`config.mk`:
```
export PLATFORM = sky130hd
export DESIGN_NAME = dmls_ram
export DESIGN_NICKNAME = d
export VERILOG_FILES = /design/src/dmls_ram.sv
export SDC_FILE = /design/constraint.sdc
export NUM_CORES = 2
export LEC_CHECK = 0
export BUFFER_PORTS_ARGS = -buffer_cell sky130_fd_sc_hd__buf_4
export CAP_MARGIN = 5
export CORE_MARGIN = 3
export CORE_UTILIZATION = 40
export DETAILED_ROUTE_END_ITERATION = 16
export GPL_ROUTABILITY_DRIVEN = 1
export PLACE_DENSITY = 0.61
export SLEW_MARGIN = 20
export SYNTH_ARGS = -nofsm -noshare
export SYNTH_HDL_FRONTEND = slang
export SYNTH_SLANG_ARGS = --single-unit
```
`constraint.sdc`:
```
create_clock -name clk -period 2.9 [get_ports clk]
set_clock_uncertainty 0.05 [all_clocks]
set_input_delay 0.145 -clock clk [delete_from_list [all_inputs] [get_ports clk]]
set_output_delay 0.145 -clock clk [all_outputs]
set_load 0.05 [all_outputs]
```
`src/dmls_ram.sv`:
```
// Generic single-port RAM with registered read.
`default_nettype none
module dmls_ram #(
    parameter int WIDTH = 8,
    parameter int DEPTH = 256
) (
    input  wire logic                     clk,
    input  wire logic                     we,
    input  wire logic                     re,
    input  wire logic [$clog2(DEPTH)-1:0] addr,
    input  wire logic [WIDTH-1:0]         wdata,
    output logic      [WIDTH-1:0]         rdata
);

    logic [WIDTH-1:0] mem [DEPTH];

    always_ff @(posedge clk)
    begin
        if (we)
        begin
            mem[addr] <= wdata;
        end
        if (re)
        begin
            rdata <= mem[addr];
        end
    end

endmodule
`default_nettype wire
```
* Word-level counts from Yosys, hierarchy flattened
Memories as Yosys holds them, arrays and structs flattened. A register that Yosys moved wholly into a read port is not among the register bits. Index checks and enable logic that the tools add are counted.
Operators by class: mux-type cells 2
Operator list (count):
- 1-bit two-way mux | 2
Word-level totals: word-level logic and storage cells 3, register bits after elaboration 0, memories 1, memory bits (writable) 2048
Memory list:
- mem | words 256, bits a word 8, read ports 1, clocked after memory_dff 1, wr ports 1, line 15 | logic [WIDTH-1:0] mem [DEPTH];

* Depth between registers and ports, before layout
word-level depth 2, depth in mapped cells 10, depth with buffers taken out 5

* Worst setup path after synthesis
Ideal clock, no wire load.
path kind input to register, from input port addr[1], to memory mem[111][0], enable pin, stages 9, path buffers 5, arrival time 1994 ps, slack 486 ps, required time 2480 ps, setup time 370 ps, cell sequence buf_2 -> clkbuf_1 -> clkbuf_1 -> nand2_1 -> buf_2 -> nor2_1 -> nand2_1 -> clkbuf_1 -> nor2_1
RTL lines:
- start: declaration | line 10 | input wire logic [$clog2(DEPTH)-1:0] addr,
- end: declaration | line 15
Straight into the memory's write port.

==> run metrics <==
post-route ant nets=0; CP Max Fanout=1; Antenna Cells=0; result of the run=complete, no violations; DRC errors left=0; first-pass GRT wire length=286000 microns; Mapped Area=78600 sq um; TritonCTS Buffers=202; ys flop type=edfxtp_1; max_cap viols=0; Tcrit/Tclk final=97.2%; CP Data Required Time=3.40 ns; Clock transition at path regs=0.06 ns; die area=202000 sq um; initial antenna violation count=4; Yosys reg bits=2056; RSZ-0062 raised after global routing=no; DRT Pass-1 Iters=5; Root Driver=clkbuf_16; WP data arrival=3.32 ns; EDFF count, synth=2056; Vias=39.3k; Port-buffer cells=26; count leader, synth=edfxtp_1; final setup fails=0; yosys warns=0; final non-filler cell area=92900 sq um; placed cell count=6573; sequential share of the synthesized area=78.6%; Setup TNS Final=0 ns; CTS tree=yes; total power=60.5 mW; Final Core Density=47.6%; Worst-Margin Slew=1.07 ns; routed wire length=197000 microns; Hold Fails Final Rpt=0; critical path capture point type=flip-flop; top post-synthesis cells by area=edfxtp_1, mux4_2, a22oi_1; startpoint types=flip-flop; Yosys top cell area share=78.6%; core area=195000 sq um; pin count of the biggest net entering global routing=107; max-slew violation count=0; Lkg Pwr=29.3 nW; Die X=449 microns; P&R area growth vs syn=18.2%; syn_nets=3566; area leader, netlist=edfxtp_1; Core Rows=162; vias in the first global route=39.8k; Non-Filler Instances=6945; clk sinks=2056; pre-CTS setup slack=-0.625 ns; Max rail drop VDD=514 uV; Final WS setup=0.0805 ns; Synth cell types=21; # IOs=27; CTS H-tree lvls=4; Setup CP Type=reg -> reg; via/cell ratio=5.66; commonest cells in the netlist=edfxtp_1, mux4_2, a22oi_1; grt ovf=0; initial core utilization=40.3%; Syn Inst Count=3547; hold slack=0.0673 ns; PwrDens=652 nW/um^2; layout cells sized above 1=32.9%; post-CTS setup buffer count=0; Worst-Skew Late Latency=0.83 ns; async set-reset flop share out of synthesis=0%; Tot GR Track Use=19.4%; gpl congestion=0.820; fmax=355 MHz; CTS max path bufs=3; placed instance area=86600 sq um; Final Critical Period=2.82 ns; syn_area_per_cell=22.2 sq um; Detail Placement HPWL=125000 microns; class of the worst hold path=in -> reg; First DRT Iteration DRCs=4610; Final nets=4182; wire length per cell=28.3 microns; max_slew headroom=28.6%; Die H=449 microns
path summary, 6_finish.rpt:
check	slack, ns	start	end	cells past startpoint
max	0.08	mem[236][4]	rdata[4]	7
min	0.07	addr[4]	mem[160][2]	4
max reg2reg	0.08	mem[236][4]	rdata[4]	7
min reg2reg	1.12	mem[235][6]	rdata[6]	6
area by class of cell:
type,instances,area (sq um)
Multi-Input combinational cell,1258,15800
Fill cell,15881,102000
Sequential cell,2056,61700
Timing Repair Buffer,644,5860
Inverter,1,3.75
Clock inverter,116,916
Tap cell,2624,3280
Clock buffer,246,5260
cells in the final DEF, fill, tap and decap left out, drive strengths merged:
master	instances
nand2	28
bufinv	7
clkbuf	246
or2	2
nor3	30
edfxtp	2056
dlygate4sd3	10
inv	7
nor2	232
clkinv	101
and2	3
clkinvlp	2
mux4	512
nor2b	7
nand2b	6
a22oi	256
nand3	13
nand4	8
buf	634
or3	1
a21oi	128
o41ai	32
sequential cells by signal, summed over array words and instances, names as in the netlist:
name,count
rdata,8
mem,2048
layer usage:
layer  global-route usage (%)  wire [microns]  up-vias
li1                         -               -    16320
met1                     27.5           80500    21032
met3                     3.16           14800      281
met5                        0               8        -
met4                     5.26            5040        2
met2                     31.3           96300     1659
worst max-delay path, stage by stage, from the launching register on:
cell      delay [ns]
edfxtp_1        0.37
mux4_2          0.47
a22oi_1         0.31
buf_4           0.19
a21oi_1         0.10
o41ai_2         0.76
buf_4           0.22
nand4_1         0.07
kinds of logic (layout without fill, tap and decap cells):
group / count (synthesis) / after routing / share of synthesized area [%]
DFF: 2056 / 2056 / 78.6
AOI/OAI and AO/OA: 416 / 416 / 3.62
buffers and inverters: 233 / 1007 / 1.40
muxes: 512 / 512 / 14.7
and+or+nand+nor: 330 / 330 / 1.73
what timing repair did:
action / CTS / global route
pin swaps: 0 / 0
gates resized for setup: 2 / 1
endpoints found under the setup margin: 2 / 1
endpoints found under the hold margin: 778 / 0
hold buffers: 10 / 0
report_power, final:
group	internal, mW	total [mW]	switching [mW]	leakage (nW)
Combinational	1.24	3.17	1.92	7.76
Sequential	32.8	32.8	0.0457	18.5
Clock	13.5	24.5	11.0	3.01
Total	47.6	60.5	13.0	29.3
Note: power is estimated with default switching activity, not from simulation.
